File: src/rtl/position_frame_deframer_assert.svh
// Assertion macros used by the RTL file that carries checks.
`ifndef POSITION_FRAME_DEFRAMER_ASSERT_SVH
`define POSITION_FRAME_DEFRAMER_ASSERT_SVH

// Same-cycle implication, ignored while reset is high.
`define PFD_ASSERT_IMP(label, clk, rst, ante, cons) \
   label: assert property (@(posedge clk) disable iff (rst) (ante) |-> (cons)) \
      else $error("position_frame_deframer: same-cycle check failed");

// Next-cycle implication, also checked across reset.
`define PFD_ASSERT_NEXT(label, clk, ante, cons) \
   label: assert property (@(posedge clk) (ante) |=> (cons)) \
      else $error("position_frame_deframer: next-cycle check failed");

`endif

File: src/rtl/pfd_pkg.sv
`default_nettype none

package pfd_pkg;

   localparam int PAYLOAD_WORDS_DEF = 6;
   localparam int QUEUE_DEPTH = 2;

   localparam logic [7:0] BYTE_CR = 8'h0D;
   localparam logic [7:0] BYTE_LF = 8'h0A;
   localparam logic [7:0] BYTE_O  = 8'h4F;
   localparam logic [7:0] BYTE_K  = 8'h4B;

   typedef enum logic {
      KIND_WORD = 1'b0,
      KIND_ACK  = 1'b1
   } kind_type;

   typedef struct packed {
      kind_type kind;
      logic     bank;
   } cmd_type;

   typedef struct packed {
      logic valid;
      logic bank;
   } release_type;

   function automatic int idx_width(input int depth);
      return (depth > 1) ? $clog2(depth) : 1;
   endfunction

endpackage

`default_nettype wire

File: src/rtl/pfd_if.sv
`default_nettype none

interface pfd_req_if;
   logic       valid;
   logic       ready;
   logic [7:0] rx_byte;

   modport source (output valid, output rx_byte, input ready);
   modport sink (input valid, input rx_byte, output ready);
endinterface

interface pfd_rsp_if;
   logic        valid;
   logic        ready;
   logic        kind;
   logic [2:0]  word_index;
   logic [31:0] word_value;
   logic        last;

   modport source (output valid, output kind, output word_index, output word_value,
                   output last, input ready);
   modport sink (input valid, input kind, input word_index, input word_value,
                 input last, output ready);
endinterface

`default_nettype wire

File: src/rtl/pfd_queue.sv
`default_nettype none

module pfd_queue (
   input  wire logic             clock,
   input  wire logic             reset,
   input  wire logic             push_valid,
   input  wire pfd_pkg::cmd_type push_cmd,
   output logic                  full,
   input  wire logic             pop,
   output pfd_pkg::cmd_type      head_cmd,
   output logic                  empty
);

   localparam int PW = pfd_pkg::idx_width(pfd_pkg::QUEUE_DEPTH);
   localparam int CW = $clog2(pfd_pkg::QUEUE_DEPTH + 1);

   pfd_pkg::cmd_type entry_ff [pfd_pkg::QUEUE_DEPTH];
   logic [PW-1:0] wr_ptr_ff, wr_ptr_in;
   logic [PW-1:0] rd_ptr_ff, rd_ptr_in;
   logic [CW-1:0] count_ff, count_in;
   logic          do_push;
   logic          do_pop;

   assign full     = (count_ff == CW'(pfd_pkg::QUEUE_DEPTH));
   assign empty    = (count_ff == '0);
   assign head_cmd = entry_ff[rd_ptr_ff];
   assign do_push  = push_valid && !full;
   assign do_pop   = pop && !empty;

   always_comb begin
      wr_ptr_in = wr_ptr_ff;
      rd_ptr_in = rd_ptr_ff;
      count_in  = count_ff;
      if (do_push) begin
         wr_ptr_in = (wr_ptr_ff == PW'(pfd_pkg::QUEUE_DEPTH - 1)) ? '0 : wr_ptr_ff + 1'b1;
      end
      if (do_pop) begin
         rd_ptr_in = (rd_ptr_ff == PW'(pfd_pkg::QUEUE_DEPTH - 1)) ? '0 : rd_ptr_ff + 1'b1;
      end
      if (do_push && !do_pop) begin
         count_in = count_ff + 1'b1;
      end else if (do_pop && !do_push) begin
         count_in = count_ff - 1'b1;
      end
   end

   always_ff @(posedge clock) begin
      if (reset) begin
         wr_ptr_ff <= '0;
         rd_ptr_ff <= '0;
         count_ff  <= '0;
      end else begin
         wr_ptr_ff <= wr_ptr_in;
         rd_ptr_ff <= rd_ptr_in;
         count_ff  <= count_in;
      end
   end

   always_ff @(posedge clock) begin
      if (do_push) begin
         entry_ff[wr_ptr_ff] <= push_cmd;
      end
   end

endmodule

`default_nettype wire

File: src/rtl/pfd_front.sv
`default_nettype none

module pfd_front #(
   parameter int PAYLOAD_WORDS = pfd_pkg::PAYLOAD_WORDS_DEF,
   localparam int WIDX = pfd_pkg::idx_width(PAYLOAD_WORDS),
   localparam int AW = pfd_pkg::idx_width(2 * PAYLOAD_WORDS)
) (
   input  wire logic          clock,
   input  wire logic          reset,
   pfd_req_if.sink            req_ch,
   output logic               push_valid,
   output pfd_pkg::cmd_type   push_cmd,
   input  wire logic          queue_full,
   input  wire pfd_pkg::release_type rel,
   output logic               wr_en,
   output logic [AW-1:0]      wr_addr,
   output logic [31:0]        wr_data
);

   localparam int CW = WIDX + 2;
   localparam logic [CW-1:0] LAST_BYTE = CW'(4 * PAYLOAD_WORDS - 1);

   typedef enum logic [4:0] {
      ST_HEADER  = 5'b00001,
      ST_SECOND  = 5'b00010,
      ST_PAYLOAD = 5'b00100,
      ST_FOOT_LF = 5'b01000,
      ST_FOOT_CR = 5'b10000
   } state_type;

   state_type     state_ff, state_in;
   logic [CW-1:0] count_ff, count_in;
   logic [23:0]   shift_ff, shift_in;
   logic          wr_bank_ff, wr_bank_in;
   logic [1:0]    busy_ff, busy_in;
   logic          blocked;
   logic          take;
   logic [7:0]    ch;
   logic [WIDX-1:0] word_sel;

   assign ch       = req_ch.rx_byte;
   assign word_sel = count_ff[CW-1:2];
   assign blocked  = (((state_ff == ST_SECOND) || (state_ff == ST_FOOT_CR)) && queue_full)
                     || ((state_ff == ST_PAYLOAD) && busy_ff[wr_bank_ff]);
   assign req_ch.ready = !blocked;
   assign take     = req_ch.valid && !blocked;

   assign wr_addr = wr_bank_ff ? (AW'(PAYLOAD_WORDS) + AW'(word_sel)) : AW'(word_sel);
   assign wr_data = {ch, shift_ff};

   always_comb begin
      state_in   = state_ff;
      count_in   = count_ff;
      shift_in   = shift_ff;
      wr_bank_in = wr_bank_ff;
      busy_in    = busy_ff;
      push_valid = 1'b0;
      push_cmd   = '{kind: pfd_pkg::KIND_WORD, bank: wr_bank_ff};
      wr_en      = 1'b0;
      if (rel.valid) begin
         busy_in[rel.bank] = 1'b0;
      end
      if (take) begin
         unique case (state_ff)
            ST_HEADER: begin
               if ((ch == pfd_pkg::BYTE_CR) || (ch == pfd_pkg::BYTE_O)) begin
                  state_in = ST_SECOND;
               end
            end
            ST_SECOND: begin
               if (ch == pfd_pkg::BYTE_LF) begin
                  count_in = '0;
                  state_in = ST_PAYLOAD;
               end else if (ch == pfd_pkg::BYTE_K) begin
                  push_valid    = 1'b1;
                  push_cmd.kind = pfd_pkg::KIND_ACK;
                  state_in      = ST_HEADER;
               end else if (ch != pfd_pkg::BYTE_CR) begin
                  state_in = ST_HEADER;
               end
            end
            ST_PAYLOAD: begin
               shift_in = {ch, shift_ff[23:8]};
               wr_en    = (count_ff[1:0] == 2'b11);
               if (count_ff == LAST_BYTE) begin
                  count_in = '0;
                  state_in = ST_FOOT_LF;
               end else begin
                  count_in = count_ff + 1'b1;
               end
            end
            ST_FOOT_LF: begin
               state_in = (ch == pfd_pkg::BYTE_LF) ? ST_FOOT_CR : ST_HEADER;
            end
            ST_FOOT_CR: begin
               if (ch == pfd_pkg::BYTE_CR) begin
                  push_valid          = 1'b1;
                  busy_in[wr_bank_ff] = 1'b1;
                  wr_bank_in          = !wr_bank_ff;
               end
               state_in = ST_HEADER;
            end
            default: begin
               state_in = ST_HEADER;
            end
         endcase
      end
   end

   always_ff @(posedge clock) begin
      if (reset) begin
         state_ff   <= ST_HEADER;
         count_ff   <= '0;
         wr_bank_ff <= 1'b0;
         busy_ff    <= '0;
      end else begin
         state_ff   <= state_in;
         count_ff   <= count_in;
         wr_bank_ff <= wr_bank_in;
         busy_ff    <= busy_in;
      end
   end

   always_ff @(posedge clock) begin
      shift_ff <= shift_in;
   end

endmodule

`default_nettype wire

File: src/rtl/pfd_back.sv
`default_nettype none

module pfd_back #(
   parameter int PAYLOAD_WORDS = pfd_pkg::PAYLOAD_WORDS_DEF,
   localparam int WIDX = pfd_pkg::idx_width(PAYLOAD_WORDS),
   localparam int AW = pfd_pkg::idx_width(2 * PAYLOAD_WORDS)
) (
   input  wire logic          clock,
   input  wire logic          reset,
   input  wire pfd_pkg::cmd_type head_cmd,
   input  wire logic          queue_empty,
   output logic               pop,
   input  wire logic          wr_en,
   input  wire logic [AW-1:0] wr_addr,
   input  wire logic [31:0]   wr_data,
   output pfd_pkg::release_type rel,
   pfd_rsp_if.source          rsp_ch
);

   logic [31:0] mem [2 * PAYLOAD_WORDS];
   logic [31:0] rdata_ff;

   logic             active_ff, active_in;
   pfd_pkg::cmd_type cmd_ff, cmd_in;
   logic [WIDX-1:0]  word_ff, word_in;

   logic       s1_valid_ff, s1_valid_in;
   pfd_pkg::kind_type s1_kind_ff;
   logic [2:0] s1_idx_ff;
   logic       s1_last_ff;

   logic        out_valid_ff, out_valid_in;
   logic        out_kind_ff;
   logic [2:0]  out_idx_ff;
   logic [31:0] out_value_ff;
   logic        out_last_ff;

   logic          s1_move;
   logic          issue;
   logic          issue_last;
   logic          rd_en;
   logic [AW-1:0] rd_addr;

   assign s1_move    = s1_valid_ff && (!out_valid_ff || rsp_ch.ready);
   assign issue      = active_ff && (!s1_valid_ff || s1_move);
   assign issue_last = (cmd_ff.kind == pfd_pkg::KIND_ACK)
                       || (word_ff == WIDX'(PAYLOAD_WORDS - 1));
   assign rd_en      = issue && (cmd_ff.kind == pfd_pkg::KIND_WORD);
   assign rd_addr    = cmd_ff.bank ? (AW'(PAYLOAD_WORDS) + AW'(word_ff)) : AW'(word_ff);
   assign pop        = !active_ff && !queue_empty;
   assign rel.valid  = rd_en && issue_last;
   assign rel.bank   = cmd_ff.bank;

   assign rsp_ch.valid      = out_valid_ff;
   assign rsp_ch.kind       = out_kind_ff;
   assign rsp_ch.word_index = out_idx_ff;
   assign rsp_ch.word_value = out_value_ff;
   assign rsp_ch.last       = out_last_ff;

   always_ff @(posedge clock) begin
      if (wr_en) begin
         mem[wr_addr] <= wr_data;
      end
      if (rd_en) begin
         rdata_ff <= mem[rd_addr];
      end
   end

   always_comb begin
      active_in = active_ff;
      cmd_in    = cmd_ff;
      word_in   = word_ff;
      if (pop) begin
         active_in = 1'b1;
         cmd_in    = head_cmd;
         word_in   = '0;
      end else if (issue) begin
         if (issue_last) begin
            active_in = 1'b0;
         end else begin
            word_in = word_ff + 1'b1;
         end
      end
      s1_valid_in  = issue ? 1'b1 : (s1_move ? 1'b0 : s1_valid_ff);
      out_valid_in = s1_move ? 1'b1 : (rsp_ch.ready ? 1'b0 : out_valid_ff);
   end

   always_ff @(posedge clock) begin
      if (reset) begin
         active_ff    <= 1'b0;
         s1_valid_ff  <= 1'b0;
         out_valid_ff <= 1'b0;
      end else begin
         active_ff    <= active_in;
         s1_valid_ff  <= s1_valid_in;
         out_valid_ff <= out_valid_in;
      end
   end

   always_ff @(posedge clock) begin
      cmd_ff  <= cmd_in;
      word_ff <= word_in;
      if (issue) begin
         s1_kind_ff <= cmd_ff.kind;
         s1_idx_ff  <= 3'(word_ff);
         s1_last_ff <= issue_last;
      end
      if (s1_move) begin
         out_kind_ff  <= s1_kind_ff;
         out_idx_ff   <= s1_idx_ff;
         out_value_ff <= (s1_kind_ff == pfd_pkg::KIND_ACK) ? 32'd0 : rdata_ff;
         out_last_ff  <= s1_last_ff;
      end
   end

endmodule

`default_nettype wire

File: src/rtl/position_frame_deframer.sv
// Channel   Dir   Transfer when          Payload
// req_ch    in    valid && ready         rx_byte[7:0]
// rsp_ch    out   valid && ready         kind, word_index[2:0], word_value[31:0], last
//
// One byte per cycle is taken while ready; the parser state is the only per-byte loop.
// A good footer yields PAYLOAD_WORDS results, one per cycle while rsp_ch is ready,
// from the payload RAM's single read port via a read stage and an output register.
// The payload RAM holds two frames; payload bytes stall while both are pending.
// A byte after a header start or at the closing footer stalls while the queue is full.
// Reset is synchronous and active high; the RAM needs no clearing pass.
`default_nettype none
`include "position_frame_deframer_assert.svh"

module position_frame_deframer #(
   parameter int PAYLOAD_WORDS = pfd_pkg::PAYLOAD_WORDS_DEF
) (
   input  wire logic clock,
   input  wire logic reset,
   pfd_req_if.sink   req_ch,
   pfd_rsp_if.source rsp_ch
);

   localparam int AW = pfd_pkg::idx_width(2 * PAYLOAD_WORDS);

   logic                 push_valid;
   pfd_pkg::cmd_type     push_cmd;
   logic                 queue_full;
   logic                 queue_empty;
   logic                 pop;
   pfd_pkg::cmd_type     head_cmd;
   pfd_pkg::release_type rel;
   logic                 wr_en;
   logic [AW-1:0]        wr_addr;
   logic [31:0]          wr_data;

   pfd_front #(
      .PAYLOAD_WORDS(PAYLOAD_WORDS)
   ) u_front (
      .clock      (clock),
      .reset      (reset),
      .req_ch     (req_ch),
      .push_valid (push_valid),
      .push_cmd   (push_cmd),
      .queue_full (queue_full),
      .rel        (rel),
      .wr_en      (wr_en),
      .wr_addr    (wr_addr),
      .wr_data    (wr_data)
   );

   pfd_queue u_queue (
      .clock      (clock),
      .reset      (reset),
      .push_valid (push_valid),
      .push_cmd   (push_cmd),
      .full       (queue_full),
      .pop        (pop),
      .head_cmd   (head_cmd),
      .empty      (queue_empty)
   );

   pfd_back #(
      .PAYLOAD_WORDS(PAYLOAD_WORDS)
   ) u_back (
      .clock       (clock),
      .reset       (reset),
      .head_cmd    (head_cmd),
      .queue_empty (queue_empty),
      .pop         (pop),
      .wr_en       (wr_en),
      .wr_addr     (wr_addr),
      .wr_data     (wr_data),
      .rel         (rel),
      .rsp_ch      (rsp_ch)
   );

   `PFD_ASSERT_IMP(a_ack_is_last, clock, reset, rsp_ch.valid && rsp_ch.kind, rsp_ch.last && (rsp_ch.word_value == 32'd0))
   `PFD_ASSERT_IMP(a_last_word_index, clock, reset, rsp_ch.valid && !rsp_ch.kind && rsp_ch.last, rsp_ch.word_index == 3'(PAYLOAD_WORDS - 1))
   `PFD_ASSERT_IMP(a_no_push_when_full, clock, reset, push_valid, !queue_full)
   `PFD_ASSERT_NEXT(a_reset_clears, clock, reset, !rsp_ch.valid && req_ch.ready)

endmodule

`default_nettype wire

File: src/flat_wrapper.sv
// flat-port wrapper written by rule: the top's interface ports become plain ports
module position_frame_deframer_flat 
#(
   parameter int PAYLOAD_WORDS = pfd_pkg::PAYLOAD_WORDS_DEF
)
  (clock, reset, req_ch_valid, req_ch_rx_byte, req_ch_ready, rsp_ch_valid, rsp_ch_kind, rsp_ch_word_index, rsp_ch_word_value, rsp_ch_last, rsp_ch_ready);
  pfd_req_if req_ch_i ();
  pfd_rsp_if rsp_ch_i ();
  input  wire logic clock;
  input  wire logic reset;
  input wire logic [$bits(req_ch_i.valid)-1:0] req_ch_valid;
  input wire logic [$bits(req_ch_i.rx_byte)-1:0] req_ch_rx_byte;
  output wire logic [$bits(req_ch_i.ready)-1:0] req_ch_ready;
  output wire logic [$bits(rsp_ch_i.valid)-1:0] rsp_ch_valid;
  output wire logic [$bits(rsp_ch_i.kind)-1:0] rsp_ch_kind;
  output wire logic [$bits(rsp_ch_i.word_index)-1:0] rsp_ch_word_index;
  output wire logic [$bits(rsp_ch_i.word_value)-1:0] rsp_ch_word_value;
  output wire logic [$bits(rsp_ch_i.last)-1:0] rsp_ch_last;
  input wire logic [$bits(rsp_ch_i.ready)-1:0] rsp_ch_ready;
  assign req_ch_i.valid = req_ch_valid;
  assign req_ch_i.rx_byte = req_ch_rx_byte;
  assign req_ch_ready = req_ch_i.ready;
  assign rsp_ch_valid = rsp_ch_i.valid;
  assign rsp_ch_kind = rsp_ch_i.kind;
  assign rsp_ch_word_index = rsp_ch_i.word_index;
  assign rsp_ch_word_value = rsp_ch_i.word_value;
  assign rsp_ch_last = rsp_ch_i.last;
  assign rsp_ch_i.ready = rsp_ch_ready;
  position_frame_deframer #(.PAYLOAD_WORDS(PAYLOAD_WORDS)) u_core (.clock(clock), .reset(reset), .req_ch(req_ch_i), .rsp_ch(rsp_ch_i));
endmodule
File: config.mk
export PLATFORM = sky130hd
export DESIGN_NAME = position_frame_deframer_flat
export DESIGN_NICKNAME = d
export VERILOG_FILES = /design/src/rtl/pfd_pkg.sv /design/src/rtl/pfd_if.sv /design/src/rtl/pfd_queue.sv /design/src/rtl/pfd_front.sv /design/src/rtl/pfd_back.sv /design/src/rtl/position_frame_deframer.sv /design/src/flat_wrapper.sv
export VERILOG_INCLUDE_DIRS = /design/src /design/src/rtl
export SDC_FILE = /design/constraint.sdc
export NUM_CORES = 1
export LEC_CHECK = 0
export BUFFER_PORTS_ARGS = -buffer_cell sky130_fd_sc_hd__buf_2
export CAP_MARGIN = 20
export CORE_UTILIZATION = 35
export DETAILED_ROUTE_END_ITERATION = 10
export HOLD_SLACK_MARGIN = 0.05
export PLACE_DENSITY = 0.5
export SYNTH_ARGS = -nofsm -noshare
export SYNTH_HDL_FRONTEND = slang
export SYNTH_SLANG_ARGS = --single-unit
File: constraint.sdc
create_clock -name clock -period 6.15 [get_ports clock]
set_clock_uncertainty 0.05 [all_clocks]
set_input_delay 0.3075 -clock clock [delete_from_list [all_inputs] [get_ports clock]]
set_output_delay 0.3075 -clock clock [all_outputs]
set_load 0.01 [all_outputs]
== Word-level counts from Yosys, hierarchy flattened ==
Memory sizes are Yosys's and may differ from the RTL's. A register that Yosys moved wholly into a read port is not among the register bits.
Index checks and enable logic that the tools add are counted.

* Output and inout bits: 39
* Memories kept: 2
* Register bits: 89
* Bits in writable memories: 388

* Reductions and logical operators: 42
* Bitwise logic cells: 5
* Order comparisons: 4
* Multiplexer cells: 46
* Eq/ne operators: 18
* $add $sub $neg: 8

{| class="wikitable"
|+ Memories
! memory !! words !! bits a word !! rd ports !! clocked after Yosys merged registers in !! write ports !! RTL line !! text
|-
| u_core.u_back.mem || 12 || 32 || 1 || 1 || 1 || pfd_back.sv:20 || <nowiki>logic [31:0] mem [2 * PAYLOAD_WORDS];</nowiki>
|-
| u_core.u_queue.entry_ff || 2 || 2 || 1 || 1 || 1 || pfd_queue.sv:17 || <nowiki>pfd_pkg::cmd_type entry_ff [pfd_pkg::QUEUE_DEPTH];</nowiki>
|}

{| class="wikitable"
|+ Operators with widths
! operator !! number
|-
| 5-bit 2-to-1 mux || 8
|-
| 1-bit 2-to-1 mux || 25
|-
| 5-bit one-hot mux with 4 select lines || 1
|-
| 8-bit by 4-bit == test with 1-bit output, second input constant || 2
|-
| 8-bit by 7-bit == test with 1-bit output, second input constant || 2
|-
| 1-bit logical AND || 14
|-
| 2-bit 2-to-1 mux || 6
|-
| 2-bit nonzero test || 6
|-
| 5-bit == test, second input constant || 2
|-
| 5-bit one-hot mux with 2 select lines || 1
|-
| 1-bit logical NOT || 9
|-
| 3-bit by 3-bit adder with 4-bit output, first input constant || 2
|-
| 4-bit 2-to-1 mux || 2
|-
| 8-bit by 4-bit != test with 1-bit output, second input constant || 1
|-
| 1-bit logical OR || 6
|-
| 2-bit AND reduction || 3
|-
| 3-bit AND reduction || 2
|-
| 5-bit by 1-bit adder with 5-bit output, second input constant || 1
|-
| 5-bit by 1-bit == test with 1-bit output, second input constant || 1
|-
| 5-bit by 2-bit == test with 1-bit output, second input constant || 1
|-
| 5-bit by 3-bit == test with 1-bit output, second input constant || 1
|-
| 5-bit by 4-bit == test with 1-bit output, second input constant || 1
|-
| 2-bit == test, second input constant || 2
|-
| 1-bit by 2-bit less-than comparator with 1-bit output, second input constant || 2
|-
| other kinds (17) || 22
|}

== Depth between registers and ports, before layout ==
* Depth after elaboration: 12
* Gate-level depth with buffers: 10
* Gate-level depth less buffers: 7

== Modules after synthesis ==
Synthesis repeated with hierarchy kept, for this count alone.

* Cell total of the unflattened synthesis: 1,188
* Area, all modules: 19,791.5 µm²

{| class="wikitable"
|+ Modules (own cells, without submodules)
! module !! times used !! cells each !! area each (µm²)
|-
| pfd_back || 1 || 1,000 || 17,644.4
|-
| pfd_front || 1 || 157 || 1,786.7
|-
| pfd_queue || 1 || 31 || 360.3
|}

== Worst setup path before layout ==
No wires, ideal clock.

* Path kind: register to register
* From: register u_core.u_front.state_ff[0]
* To: memory u_core.u_back.mem[11][0], enable pin
* Data arrival time: 4.485 ns
* Setup time: 0.421 ns
* Cell stages (with the launch flop): 6
* Setup slack: 1.194 ns
* Cells stage by stage: dfxtp_1 -> buf_6 -> or4b_4 -> nor4b_2 -> nand4b_1 -> nor2_1

* Longest elaborated chain between the ends: 9
* Elaborated cells on any way between the ends: 13

{| class="wikitable"
|+ RTL lines
! item !! RTL line !! text
|-
| from (decl) || pfd_front.sv:31 || <nowiki>state_type state_ff, state_in;</nowiki>
|-
| from (signal assigned) || pfd_front.sv:117 || <nowiki>state_ff <= state_in;</nowiki>
|-
| 5-bit by 2-bit == test with 1-bit output or 5-bit == test (tied branches) || pfd_front.sv:43 || <nowiki>assign blocked = (((state_ff == ST_SECOND) || (state_ff == ST_FOOT_CR)) && queue_full)</nowiki>
|-
| 1-bit logical OR || pfd_front.sv:43 ||
|-
| 1-bit logical AND || pfd_front.sv:43 ||
|-
| 1-bit logical OR || pfd_front.sv:44 || <nowiki>|| ((state_ff == ST_PAYLOAD) && busy_ff[wr_bank_ff]);</nowiki>
|-
| 1-bit logical NOT || pfd_front.sv:46 || <nowiki>assign take = req_ch.valid && !blocked;</nowiki>
|-
| 1-bit logical AND || pfd_front.sv:46 ||
|-
| 1-bit 2-to-1 mux * || pfd_front.sv:63 || <nowiki>if (take) begin</nowiki>
|-
| 1-bit 2-to-1 mux * || pfd_back.sv:61 || <nowiki>if (wr_en) begin</nowiki>
|-
| 1-bit 2-to-1 mux (not written as such) * || pfd_back.sv:62 || <nowiki>mem[wr_addr] <= wr_data;</nowiki>
|-
| to (decl) || pfd_back.sv:20 ||
|}

Mark *: on every way between the ends. The rest lies on a longest branch, timed or not.

== Worst setup path in the final report ==
* From: register u_core.u_front.state_ff[4]
* To: memory u_core.u_back.mem[0][7], enable pin

Same word-level chain as after synthesis.

==> impl_metrics.tcl <==
set metrics [dict create \
    io_pins 51 \
    r2r-end "u_core.u_back.mem[0][7]" \
    antennaDiodeCount 0 \
    drt-pass1-iter-count 7 \
    drt_iter0_markers 615 \
    die_height_um 238 \
    fin_cells 1890 \
    multiInputGateArea_sq_mm 0.004285 \
    clk_pin_slew_ns 0.06 \
    max_cap_violations 0 \
    fmax_ghz 0.2833 \
    antenna_found_initial 1 \
    synth_top_area_share 0.7517 \
    synth_seq_cells 511 \
    port_buffers 50 \
    ir_worst_vdd_uv 298.9 \
    power.density_mw_per_mm2 390.2 \
    wire_per_inst_um 23.21 \
    insertion_delay_ns 0.61 \
    cts_buffer_depth 3 \
    layout_commonest_cell "edfxtp_1" \
    grt_max_degree 65 \
    path_class "reg -> reg" \
    fin_area_sq_mm 0.02260 \
    syn_area_sq_mm 0.01949 \
    cts.sinks 511 \
    die_area_sq_mm 0.05664 \
    dp_hpwl_um 25110 \
    ys_seq_area_frac 0.7754 \
    finalCritPeriodShare 0.5739 \
    cp-end-kind "flip-flop" \
    hold_violations 0 \
    tns_ns 0 \
    gp_congestion 0.7156 \
    drive_above_1_share 0.2399 \
    min_from "reset" \
    area_growth_pct 15.92 \
    rows 86 \
    detail-route-antenna-nets 0 \
    slew_headroom 0.3269 \
    htree_levels 2 \
    syn-num-nets 1033 \
    arrival_ns 3.75 \
    nFillCells 4981 \
    ys_types 57 \
    vias 9572 \
    netlist_instances 1015 \
    clock-root-buffer "clkbuf_16" \
    postSynthAreaPerCell_sq_um 19.21 \
    place_area_sq_mm 0.02087 \
    final_cell_mix "488 x edfxtp_1, 76 x mux4_2, 53 x o21ai_0, 53 x clkbuf_16, 50 x buf_2" \
    synth_edf_count 488 \
    status "finished clean" \
    regArea_sq_mm 0.01512 \
    tightest_slew_ns 1.009 \
    crit_required_ns 6.37 \
    synth_top_area_cell "edfxtp_1" \
    dieWidth_um 238 \
    pre_cts_slack_ns 2.580 \
    maxSlewViolCount 0 \
    setup_ws_ns 2.620 \
    rsz0062_at_grt "false" \
    p_leak_uw 0.007017 \
    start_util 0.3538 \
    hp-class "in -> reg" \
    nets 1120 \
    wl_um 43870 \
    r2r_slack_ns 2.62 \
    r2r_cells 6 \
    dp_cells 1789 \
    critPathLaunchType "flip-flop" \
    setup_viol 0 \
    finalPower_uw 8818 \
    whs_path_depth 2 \
    grt_pass1_wl_um 65800 \
    finalCriticalPeriod_ns 3.530 \
    track_usage 0.1579 \
    timing.rr.start "u_core.u_front.state_ff[4]" \
    post_drt_via_cell_ratio 5.065 \
    synthTopCellsByArea "edfxtp_1 75%, mux4_2 8.8%, dfxtp_1 2.4%" \
    first_global_vias 9878 \
    gr-total-overflow 0 \
    ys.flop_type "edfxtp_1" \
    cts_buffers 53 \
    yosysWarningCount 0 \
    min_to "u_core.u_queue.rd_ptr_ff" \
    synthArstFlopShare 0 \
    core_area_sq_mm 0.05509 \
    cp_max_fo 29 \
    cts_tree "yes" \
    drcViolationCount 0 \
]
-- metal layers --
metal | vias up | GRT usage | routed length, um
met5 | - | 0 | 0
met4 | 0 | 0.04643 | 776
met3 | 58 | 0.02661 | 1749
met2 | 209 | 0.2639 | 21700
met1 | 5010 | 0.2119 | 19650
li1 | 4295 | - | -
-- sequential cells by signal, summed over array words and instances, names as in the netlist, 2 cells and up --
name                             cells
u_core.u_back.rsp_ch.word_index      3
u_core.u_front.state_ff              5
u_core.u_queue.count_ff              2
u_core.u_front.count_ff              5
u_core.u_back.word_ff                3
u_core.u_front.shift_ff             24
u_core.u_back.rdata_ff              32
u_core.u_queue.entry_ff              4
u_core.u_back.mem                  384
u_core.u_back.rsp_ch.word_value     32
u_core.u_back.s1_idx_ff              3
u_core.u_front.busy_ff               2
-- worst max-delay path, cell delays in order (launching register included) --
cell and delay, ns:
dfxtp_1 0.38, or4b_4 0.60, nor4b_4 0.26, buf_4 0.45, nand2_1 0.35, nor2_4 0.67
buf_4 0.41
-- how the worst max path moves through the flow --
stage / start / end / slack (ns) / cells after the start
2_1_floorplan: u_core.u_front.state_ff[0] / u_core.u_back.mem[11][0] / 1.19 / 5
3_3_place_gp: u_core.u_front.state_ff[4] / u_core.u_back.mem[2][8] / 2.67 / 6
3_5_place_dp: u_core.u_front.state_ff[4] / u_core.u_back.mem[0][8] / 2.58 / 6
4_1_cts: u_core.u_front.state_ff[4] / u_core.u_back.mem[0][3] / 2.57 / 6
5_1_grt: u_core.u_front.wr_bank_ff / u_core.u_back.mem[1][7] / 2.40 / 6
6_report: u_core.u_front.state_ff[4] / u_core.u_back.mem[0][7] / 2.62 / 6
-- power by group --
group          switching, uW  total, uW  internal [uW]
sequential              70.9       4050           3980
clock                   1330       3120           1790
combinational            952       1650            696
total                   2350       8820           6470
-- per-stage QoR --
stage	util	hold WS, ns
6_report	0.4102	0.09279
5_1_grt	0.4102	0.08705
4_1_cts	0.4101	0.06468
3_5_place_dp	0.3789	0.3589
3_3_place_gp	0.3774	0.3526
2_1_floorplan	-	0.3503
-- synth_stat cells, types with 7 or more instances --
| cell type | count |
|---|---|
| dfxtp_1 | 23 |
| nor2b_1 | 48 |
| nand2_1 | 34 |
| inv_1 | 12 |
| nor3_1 | 7 |
| clkbuf_1 | 34 |
| a21oi_1 | 27 |
| o2bb2ai_1 | 21 |
| nand3_1 | 11 |
| mux2_2 | 22 |
| mux4_2 | 76 |
| o21ai_0 | 53 |
| buf_2 | 10 |
| a221o_1 | 10 |
| edfxtp_1 | 488 |
| o22ai_1 | 22 |
| nor2_1 | 36 |
-- final cells by class --
type / instances / area share
Tap cell: 748 / 0.04142
Clock buffer: 62 / 0.06019
Sequential cell: 511 / 0.6690
Timing Repair Buffer: 81 / 0.02398
Multi-Input combinational cell: 443 / 0.1896
Inverter: 12 / 0.001993
Clock inverter: 33 / 0.01373
-- repair_timing --
action	4_1_cts	5_1_grt
setup buffers	0	0
gates resized for setup	0	0
hold endpoints to repair	41	0
hold buffers	5	0
-- logic make-up after synthesis --
family / Yosys count / share of synthesized area
adders and majority gates: 6 / 0.003851
xor gates and xnor gates: 9 / 0.004043
muxes: 101 / 0.1021
AOI/OAI and AO/OA: 153 / 0.05276
buffers and inverters: 61 / 0.01277
and+or+nand+nor: 174 / 0.04917
DFF: 511 / 0.7754
Note: power is estimated with default switching activity, not from simulation.
